### src/sv/indexed_max_heap_increment_key_core_assert.svh
// ----------------------------------------------------------------------------
// Indexed max-heap core assertion macros
// Property wrappers clocked on aclk, disabled during reset.
// ----------------------------------------------------------------------------
`ifndef INDEXED_MAX_HEAP_INCREMENT_KEY_CORE_ASSERT_SVH
`define INDEXED_MAX_HEAP_INCREMENT_KEY_CORE_ASSERT_SVH

// same-cycle implication
`define IMHIK_ASSERT_IMP(lbl, ante, cons) \
    lbl: assert property (@(posedge aclk) disable iff (!aresetn) (ante) |-> (cons)) \
        else $error("imhik assertion failed");

// next-cycle implication
`define IMHIK_ASSERT_NXT(lbl, ante, cons) \
    lbl: assert property (@(posedge aclk) disable iff (!aresetn) (ante) |=> (cons)) \
        else $error("imhik assertion failed");

`endif

### src/sv/imhik_ram.sv
// ----------------------------------------------------------------------------
// Generic RAM
// One write port, one read port, registered read data.
// ----------------------------------------------------------------------------
module imhik_ram #(
    parameter int WIDTH = 8,
    parameter int DEPTH = 16
) (
    input  logic                     clk,
    input  logic                     we,
    input  logic [$clog2(DEPTH)-1:0] waddr,
    input  logic [WIDTH-1:0]         wdata,
    input  logic [$clog2(DEPTH)-1:0] raddr,
    output logic [WIDTH-1:0]         rdata
);

    logic [WIDTH-1:0] mem [DEPTH];

    always_ff @(posedge clk) begin
        if (we) begin
            mem[waddr] <= wdata;
        end
        rdata <= mem[raddr];
    end

endmodule

### config.mk
export PLATFORM = sky130hd
export DESIGN_NAME = imhik_ram
export DESIGN_NICKNAME = d
export VERILOG_FILES = /design/src/sv/indexed_max_heap_increment_key_core_assert.svh /design/src/sv/imhik_ram.sv
export SDC_FILE = /design/constraint.sdc
export NUM_CORES = 1
export LEC_CHECK = 0
export BUFFER_PORTS_ARGS = -buffer_cell sky130_fd_sc_hd__buf_2
export CAP_MARGIN = 20
export CORE_MARGIN = 3
export CORE_UTILIZATION = 45
export CTS_CLUSTER_DIAMETER = 80
export DETAILED_ROUTE_END_ITERATION = 8
export PLACE_DENSITY = 0.72
export SETUP_SLACK_MARGIN = 0.05
export SLEW_MARGIN = 10
export SYNTH_ARGS = -nofsm -noshare
export SYNTH_HDL_FRONTEND = slang
export SYNTH_SLANG_ARGS = --single-unit
### constraint.sdc
create_clock -name clk -period 5.4 [get_ports clk]
set_clock_uncertainty 0.2 [all_clocks]
set_input_delay 0.81 -clock clk [delete_from_list [all_inputs] [get_ports clk]]
set_output_delay 0.81 -clock clk [all_outputs]
set_load 0.01 [all_outputs]
# ---- Word level (Yosys, flattened, before mapping)
# Memory sizes are Yosys's and may differ from the RTL's. A register that Yosys moved wholly into a read port is not among the register bits.
# Cells that the tools add are included.
dict set report op_classes {
  n_addsub 0
  mul 0
  n_div 0
  order_cmp 0
  n_eq_ne 0
  shift 0
  mux 2
  bitwise 0
  reduce_logical 0
}
# op n
set op_table {}
lappend op_table {{1-bit two-way mux} 2}
dict set report totals {
  reg_bits 0
  latchBits 0
  ramBits 128
  rom_bits 0
  mem_count 1
}
# name words width rd rd_ports_with_merged_regs wr line
set memory_table {}
lappend memory_table {mem 16 8 1 1 1 imhik_ram.sv:17} ;# logic [WIDTH-1:0] mem [DEPTH];

# ---- Longest topological paths before layout
# Gate-level depths: netlist of the first run.
dict set report logic_depth {
  depth_word 2
  depth_mapped 5
}

# ---- Worst setup path after synthesis of the first run
# No wires, ideal clock.
dict set report synth_timing {
  kind {input-to-reg}
  from {input waddr[2]}
  to {memory mem[0][0] (enable)}
  setup_time_ps 383
  arrival_time_ps 1920
  required_time_ps 4817
  setup_slack_ps 2897
  path_stages 2
  n_path_buf 0
  path_cell_list {or3b_2 -> nor3_1}
}
# element line
set synth_lines {}
lappend synth_lines {{start, declared} imhik_ram.sv:11} ;# input logic [$clog2(DEPTH)-1:0] waddr,
lappend synth_lines {{end, declared} imhik_ram.sv:17}
# No word-level cell before the write port.

==> results.yml, run 1 <==
clocking:
  cts_root_buf: "clkbuf_16"
  hold_buffers: 0
  clk_pin_slew_ps: 50
  h-tree-depth: 4
  cts_made_buffers: 17
  cts_buffer_depth: 2
  insertion_delay_ps: 410
  post_cts_buffers: 0
  cts_resized: 0
  tritoncts: "done"
  cts.sinks: 136
logic_synthesis:
  ys_ff_latch: 136
  syn_avg_cell_area_um2: 22.5
  synth_top_area_share: 0.747
  synth_nets: 247
  synthTopCellsByArea: "edfxtp_1 75%, mux4_2 7.9%, mux4_1 7.1%"
  synth_cell_type_count: 19
  syn_inst: 229
  synth_warnings: 0
  yosysTopAreaCell: "edfxtp_1"
  synth_seq_area_share: 0.778
  synth_area_um2: 5150
critical_path:
  critical-path-top-delay-family: "buffers and inverters"
  end_kind: "register"
  worstPathMaxFanout: 20
  max_stage_delay_ps: 580
  crit_chain: "buf_2 > buf_12 > mux4_1 > a22oi_1 > nand2_1"
  crit_type: "in -> reg"
  slowest_stage: "mux4_1"
  worstSetupPathDepth: 5
  r2r_setup_slack_ps: 3770
  worstSetupStartpointType: "input port"
  crit_buf_inv: 2
  r2r-start: "mem[9][3]$_DFFE_PP_"
  r2r-end: "rdata[3]$_DFF_P_"
  required_ps: 5480
  cp.arrival_ps: 2490
  rr_worst_depth: 3
floorplanning:
  die_x_um: 113
  dieArea_um2: 12800
  die_h_um: 113
  core_area_um2: 11000
  num_rows: 38
  initial_utilization: 0.467
  ioPinCount: 26
drt:
  detail_route.vias_per_cell: 5.75
  wl_per_cell_um: 23.2
  routed-via-count: 2404
  firstDrtPassIters: 4
  drtIter0Drc: 205
  drtAntennaViolNets: 0
  drc: 0
  drt-total-wl_um: 9710
cells_and_area:
  layout-drive-gt1-share: 0.281
  layout.nets: 283
  layoutNonFillerInstCount: 418
  area_growth_pct: 16.2
  stdcell_area_um2: 5980
  fillers: 818
  layout_commonest_cell: "edfxtp_1"
  final_cell_mix: "128 x edfxtp_1, 25 x buf_2, 18 x mux4_2, 17 x clkbuf_16, 16 x a22oi_1"
  antenna_cells: 0
sta:
  fin_crit_sh: 0.447
  setup_viol: 0
  maxSlewViolCount: 0
  tightest_slew_ps: 912
  rsz0062_at_grt: "no"
  finalCriticalPeriod_ps: 2420
  finalHoldViolations: 0
  fmax_mhz: 414
  tns_ps: 0
  relSlewSlack: 0.389
placed_design:
  post-dp-hpwl_um: 5870
  dp_cells: 385
  io_buffer_count: 25
  place.gp.congestion: 0.726
  place_area_um2: 5380
global_route:
  grt_max_degree: 33
  grt_pass1_vias: 2496
  antenna_found_initial: 0
  grt_first_pass_wirelength_um: 15200
  overflow: 0
  grtUsageTotal: 0.165
pwr:
  ir_drop_uv: 253
  power_density_nw_per_um2: 402
  power_leakage_nw: 2.00
run:
  cap_viol_max_count: 0
hold_path:
  hold_depth: 3
  hold_class: "reg -> reg"
  hold_end: "rdata[3]$_DFF_P_"
  min-delay-start: "mem[4][3]$_DFFE_PP_"
outcome:
  status: "finished, final reports clean"
[worst register-to-register path, stage by stage (launching register included)]
cell and delay, ps:
edfxtp_1 360, mux4_1 510, a22oi_1 350, nand2_1 80
[cell type report]
type                            count  area, um^2  share of cell area
Multi-Input combinational cell     83        1070               0.179
Clock buffer                       23         478              0.0799
Timing Repair Buffer               27         153              0.0255
Clock inverter                      9        98.8              0.0165
Tap cell                          140         175              0.0293
Sequential cell                   136        4000               0.669
[report_power, final]
part	leakage (nW)	internal (W)	switching (W)
clock	0.290	0.000712	0.000395
combinational	0.488	0.0000436	0.0000623
sequential	1.22	0.00118	0.00000774
total	2.00	0.00194	0.000465
[synth_stat cells]
master	instances
clkdlybuf4s25_2	3
dfxtp_1	8
and2b_1	1
buf_6	3
a22oi_1	16
nand2_1	9
nand2b_1	2
nor2_1	13
or3b_2	1
nand3b_1	2
mux4_2	18
and2_1	1
nor2b_1	1
buf_4	1
mux4_1	14
nand3_1	1
edfxtp_1	128
buf_2	3
nor3_1	4
[per-stage QoR]
stage	power [W]	hold WS, ps	setup slack (ps)	utilization
floorplan	0.00127	429	2900	-
global placement	0.00131	455	2310	0.488
detailed placement	0.00132	458	2300	0.488
CTS	0.00242	480	2720	0.540
global route	0.00248	530	2920	0.542
finish	0.00240	481	2980	0.542
[state kept, by name, summed over array words and instances (netlist names)]
register	count
rdata	8
mem	128
[layer usage]
layer	GRT usage	up-vias	wire [um]
met5	0	-	0
met1	0.227	1255	4080
met4	0.0513	0	129
met2	0.258	88	4880
met3	0.0476	15	630
li1	-	1046	-
[kinds of logic (layout without fill, tap and decap cells)]
| logic type | Yosys count | in the layout | share of synthesized area |
|---|---|---|---|
| buffers and inverters | 10 | 59 | 0.0168 |
| flip-flops | 136 | 136 | 0.778 |
| AO/OA/AOI/OAI | 16 | 16 | 0.0233 |
| multiplexers | 32 | 32 | 0.150 |
| AND/OR/NAND/NOR | 35 | 35 | 0.0318 |
[worst max-delay path by stage]
stage | startpoint | end | slack [ps]
floorplan | waddr[2] | mem[0][0]$_DFFE_PP_ | 2900
CTS | raddr[0] | rdata[3]$_DFF_P_ | 2720
global placement | waddr[2] | mem[0][0]$_DFFE_PP_ | 2310
detailed placement | raddr[0] | rdata[3]$_DFF_P_ | 2300
global route | raddr[0] | rdata[3]$_DFF_P_ | 2920
finish | raddr[0] | rdata[3]$_DFF_P_ | 2980
Note: power is estimated with default switching activity, not from simulation.
==> inputs of run 2 (changes only) <==
--- a/config.mk
+++ b/config.mk
@@ -11,7 +11,7 @@
 export CORE_UTILIZATION = 45
 export CTS_CLUSTER_DIAMETER = 80
 export DETAILED_ROUTE_END_ITERATION = 8
-export PLACE_DENSITY = 0.72
+export PLACE_DENSITY = 0.74
 export SETUP_SLACK_MARGIN = 0.05
 export SLEW_MARGIN = 10
 export SYNTH_ARGS = -nofsm -noshare
==> constraint.sdc (replaced) <==
create_clock -name clk -period 2.2 [get_ports clk]
set_clock_uncertainty 0.2 [all_clocks]
set_input_delay 0.33 -clock clk [delete_from_list [all_inputs] [get_ports clk]]
set_output_delay 0.33 -clock clk [all_outputs]
set_load 0.01 [all_outputs]
==> run 2 against run 1 <==
Compared with the run above: flip-flop and latch count unchanged; critical path depth fell by 2; die area unchanged; routed wire length down 5.3%; worst setup slack lost 2300 ps; hold slack got worse by 380 ps; utilization up 1.3 points; non-clock buffer count grew 18; clock power grew 140%.
==> results.yml, run 2 (synthesis gave the netlist of run 1 again) <==
run:
  cap_viol_max_count: 0
outcome:
  status: "finished, final reports clean"
critical_path:
  end_kind: "register"
  crit_type: "reg -> reg"
  worstSetupStartpointType: "register"
  worstPathMaxFanout: 1
  cp.arrival_ps: 1640
  required_ps: 2280
drt:
  detail_route.vias_per_cell: 5.47
  wl_per_cell_um: 21.1
  drtAntennaViolNets: 0
  drtIter0Drc: 187
  drt-total-wl_um: 9200
  drc: 0
  routed-via-count: 2386
  firstDrtPassIters: 4
clocking:
  tritoncts: "done"
  cts.sinks: 136
  post_cts_buffers: 0
  hold_buffers: 0
  cts_root_buf: "clkbuf_16"
  clk_pin_slew_ps: 60
  h-tree-depth: 4
  cts_buffer_depth: 2
  cts_resized: 0
  insertion_delay_ps: 410
  cts_made_buffers: 17
global_route:
  overflow: 0
  antenna_found_initial: 0
  grtUsageTotal: 0.157
  grt_first_pass_wirelength_um: 14500
  grt_pass1_vias: 2532
  grt_max_degree: 33
placed_design:
  dpl_worst_slack_ps: 233
  place.gp.congestion: 0.712
  post-dp-hpwl_um: 6170
  dp_cells: 404
  io_buffer_count: 25
sta:
  setup_viol: 0
  rsz0062_at_grt: "no"
  fmax_mhz: 644
  tns_ps: 0
  whs_ps: 103
  finalHoldViolations: 0
  relSlewSlack: 0.619
  finalCriticalPeriod_ps: 1550
  tightest_slew_ps: 569
  final.setup.worst_slack_ps: 647
  fin_crit_sh: 0.706
  maxSlewViolCount: 0
hold_path:
  hold_class: "in -> reg"
cells_and_area:
  largest_register_ffs: 128
  layoutNonFillerInstCount: 436
  antenna_cells: 0
  area_growth_pct: 19.0
  layout.nets: 301
  layout_commonest_cell: "edfxtp_1"
  layout-drive-gt1-share: 0.321
  fillers: 814
  final_cell_mix: "128 x edfxtp_1, 25 x buf_2, 18 x mux4_2, 17 x clkbuf_16, 17 x buf_4"
  reg_top3: "mem x128, rdata x8"
  top_register: "mem"
floorplanning:
  num_rows: 38
  initial_utilization: 0.467
  core_area_um2: 11000
  dieArea_um2: 12800
  ioPinCount: 26
  die_h_um: 113
  die_x_um: 113
pwr:
  ir_drop_uv: 546
  power_density_nw_per_um2: 959
  power_w: 0.00588
  power_leakage_nw: 2.10
[run 2: power by group]
part | leakage (nW) | internal (W) | switching [W]
Clock | 0.284 | 0.00167 | 0.00102
Sequential | 1.22 | 0.00290 | 0.0000186
Combinational | 0.590 | 0.000120 | 0.000151
[run 2: area by class of cell]
cell class	instances	area, um^2	share of cell area
Clock buffer	18	429	0.0700
Clock inverter	14	149	0.0243
Multi-Input combinational cell	83	1060	0.173
Sequential cell	136	4000	0.653
Tap cell	140	175	0.0286
Timing Repair Buffer	45	313	0.0511
[run 2: path summary, 6_finish.rpt]
kind / startpoint / end / slack (ps) / cells past startpoint
worst max-delay path: mem[9][3]$_DFFE_PP_ / rdata[3]$_DFF_P_ / 650 / 3
worst min-delay path: wdata[1] / mem[7][1]$_DFFE_PP_ / 100 / 1
worst max register to register: mem[9][3]$_DFFE_PP_ / rdata[3]$_DFF_P_ / 650 / 3
worst min register to register: mem[14][7]$_DFFE_PP_ / rdata[7]$_DFF_P_ / 470 / 3
[run 2: routing by layer]
metal,vias to the layer above,track usage,wire [um]
met2,59,0.257,4740
li1,1086,-,-
met4,0,0.0625,141
met5,-,0,0
met1,1228,0.201,3810
met3,13,0.0433,502
[run 2: per-stage QoR]
stage,utilization,area (um^2)
2_1_floorplan,-,5150
3_3_place_gp,0.503,5550
3_5_place_dp,0.503,5550
4_1_cts,0.555,6130
5_1_grt,0.555,6130
6_report,0.555,6130
[run 2: worst max-delay path: stages, from the launching register on]
cell and delay [ps]:
edfxtp_1 360, mux4_1 500, a22oi_1 270, nand2_1 100
==> inputs of run 3 (changes only) <==
--- a/config.mk
+++ b/config.mk
@@ -11,7 +11,7 @@
 export CORE_UTILIZATION = 45
 export CTS_CLUSTER_DIAMETER = 80
 export DETAILED_ROUTE_END_ITERATION = 8
-export PLACE_DENSITY = 0.74
+export PLACE_DENSITY = 0.72
 export SETUP_SLACK_MARGIN = 0.05
 export SLEW_MARGIN = 10
 export SYNTH_ARGS = -nofsm -noshare
==> constraint.sdc (replaced) <==
create_clock -name clk -period 1.6 [get_ports clk]
set_clock_uncertainty 0.2 [all_clocks]
set_input_delay 0.24 -clock clk [delete_from_list [all_inputs] [get_ports clk]]
set_output_delay 0.24 -clock clk [all_outputs]
set_load 0.01 [all_outputs]
==> run 3 against run 2 <==
Compared with the run above: worst setup slack worse by 560 ps; sequential power up 37%; die area unchanged; clock-buffer cell count down 1; via count up 2.0%; first-iteration DRC count up 7.5%; design area up 3.1%; global-route usage up 0.49 points; clock power up 56%; combinational power up 49%; routed wire length up 3.3%; critical endpoint is now rdata[2]$_DFF_P_; largest power group is now clock.
==> results.yml, run 3 (synthesis gave the netlist of run 1 again) <==
sta:
  finalCriticalPeriod_ps: 1520
  relSlewSlack: 0.526
  fmax_mhz: 660
  tightest_slew_ps: 710
  fin_crit_sh: 0.947
  finalHoldViolations: 0
  final.setup.worst_slack_ps: 84.9
  rsz0062_at_grt: "no"
  setup_viol: 0
  maxSlewViolCount: 0
cells_and_area:
  top_register: "mem"
  reg_top3: "mem x128, rdata x8"
  antenna_cells: 0
  area_growth_pct: 22.8
  largest_register_ffs: 128
  layout-drive-gt1-share: 0.368
  layoutNonFillerInstCount: 439
  layout_commonest_cell: "edfxtp_1"
  final_cell_mix: "128 x edfxtp_1, 25 x buf_2, 20 x mux4_2, 17 x clkbuf_16, 16 x buf_4"
  layout.nets: 304
critical_path:
  cp.arrival_ps: 1610
  r2r-end: "rdata[2]$_DFF_P_"
  slowest_stage: "mux4_1"
  max_stage_delay_ps: 500
  required_ps: 1700
  worstPathMaxFanout: 1
  crit_chain: "mux4_1 > a22oi_1 > nand2_1"
  critPathLaunch: "mem[2][2]$_DFFE_PP_"
  end_kind: "register"
  r2r-start: "mem[2][2]$_DFFE_PP_"
  critical-path-top-delay-family: "multiplexers"
  r2r_setup_slack_ps: 80
  worstSetupStartpointType: "register"
  crit_buf_inv: 0
  crit_type: "reg -> reg"
  rr_worst_depth: 3
global_route:
  grtUsageTotal: 0.162
  grt_first_pass_wirelength_um: 14900
  grt_pass1_vias: 2522
  overflow: 0
  antenna_found_initial: 0
  grt_max_degree: 20
clocking:
  cts_buffer_depth: 2
  tritoncts: "done"
  insertion_delay_ps: 410
  h-tree-depth: 4
  cts_root_buf: "clkbuf_16"
  hold_buffers: 0
  cts.sinks: 136
  cts_made_buffers: 17
  post_cts_buffers: 0
  clk_pin_slew_ps: 60
pwr:
  combPwrFrac: 0.047
  power_leakage_nw: 2.15
  power_density_nw_per_um2: 1360
  p_sw_w: 0.00168
  ir_drop_uv: 812
  switching_share: 0.195
  p_seq_frac: 0.465
  p_clk_frac: 0.488
  p_int_w: 0.00693
floorplanning:
  dieArea_um2: 12800
  die_x_um: 113
  die_h_um: 113
  num_rows: 38
  core_area_um2: 11000
  initial_utilization: 0.467
  ioPinCount: 26
placed_design:
  dpl_worst_slack_ps: -282
  place.gp.congestion: 0.737
  dp_cells: 407
  post-dp-hpwl_um: 6130
  io_buffer_count: 25
run:
  cap_viol_max_count: 0
hold_path:
  hold_end: "mem[9][1]$_DFFE_PP_"
  min-delay-start: "wdata[1]"
  hold_class: "in -> reg"
  hold_depth: 1
drt:
  firstDrtPassIters: 4
  drtAntennaViolNets: 0
  drtIter0Drc: 201
  detail_route.vias_per_cell: 5.54
  drt-total-wl_um: 9510
  routed-via-count: 2433
  drc: 0
  wl_per_cell_um: 21.7
outcome:
  status: "finished, final reports clean"
## run 3: cell count changes in the layout (fill, tap and decap cells not counted), moves of 3 or more
cell       previous run  this run
a22oi_1              16        12
a22oi_2               0         4
buf_12                3         7
bufinv_16             2         5
clkinv_2              4         1
nor2_1               13        10
nor2_2                0         3
nor3_1                4         0
nor3_2                0         3
## run 3: per-stage QoR
stage	power (W)	setup TNS [ps]	util	hold WS, ps	area, um^2
global route	0.00886	0	0.573	19.0	6320
detailed placement	0.00448	-2140	0.513	441	5660
CTS	0.00867	0	0.572	4.31	6310
finish	0.00861	0	0.573	13.1	6320
global placement	0.00446	-2020	0.513	426	5660
floorplan	0.00429	0	-	139	5190
## run 3: power groups by stage
stage               clock network, W  logic [W]  registers (W)
floorplan                          0   0.000209        0.00409
global placement                   0   0.000391        0.00407
CTS                          0.00426   0.000405        0.00400
global route                 0.00441   0.000440        0.00401
finish                       0.00420   0.000404        0.00400
detailed placement                 0   0.000399        0.00408
## run 3: timing repair
action | CTS | global route
pin swaps | 0 | 1
endpoints found under the setup margin | 1 | 5
gates resized for setup | 1 | 5
hold endpoints to repair | 0 | 0
## run 3: area by class of cell
class | instances | area [um^2]
clock inverter | 15 | 223
tap | 140 | 175
clock buffer | 17 | 425
fill | 791 | 4710
timing repair buffer | 48 | 385
multi-input combinational | 83 | 1110
sequential | 136 | 4000
## run 3: worst max path at each step
stage,end,slack (ps),depth (start not counted)
6_report,rdata[2]$_DFF_P_,80,3
5_1_grt,rdata[1]$_DFF_P_,30,3
4_1_cts,rdata[3]$_DFF_P_,70,3
3_5_place_dp,rdata[1]$_DFF_P_,-280,5
3_3_place_gp,rdata[1]$_DFF_P_,-270,5
2_1_floorplan,rdata[1]$_DFF_P_,20,5
## run 3: metal layers
layer	GRT usage	share of wire	routed length [um]
met1	0.207	0.42	3980
met2	0.258	0.51	4840
met3	0.0433	0.045	429
met4	0.0817	0.027	255
met5	0	0	0
## run 3: worst register-to-register path, cell delays in order (launching register included)
cell and delay, ps:
edfxtp_1 370, mux4_1 500, a22oi_1 250, nand2_1 80
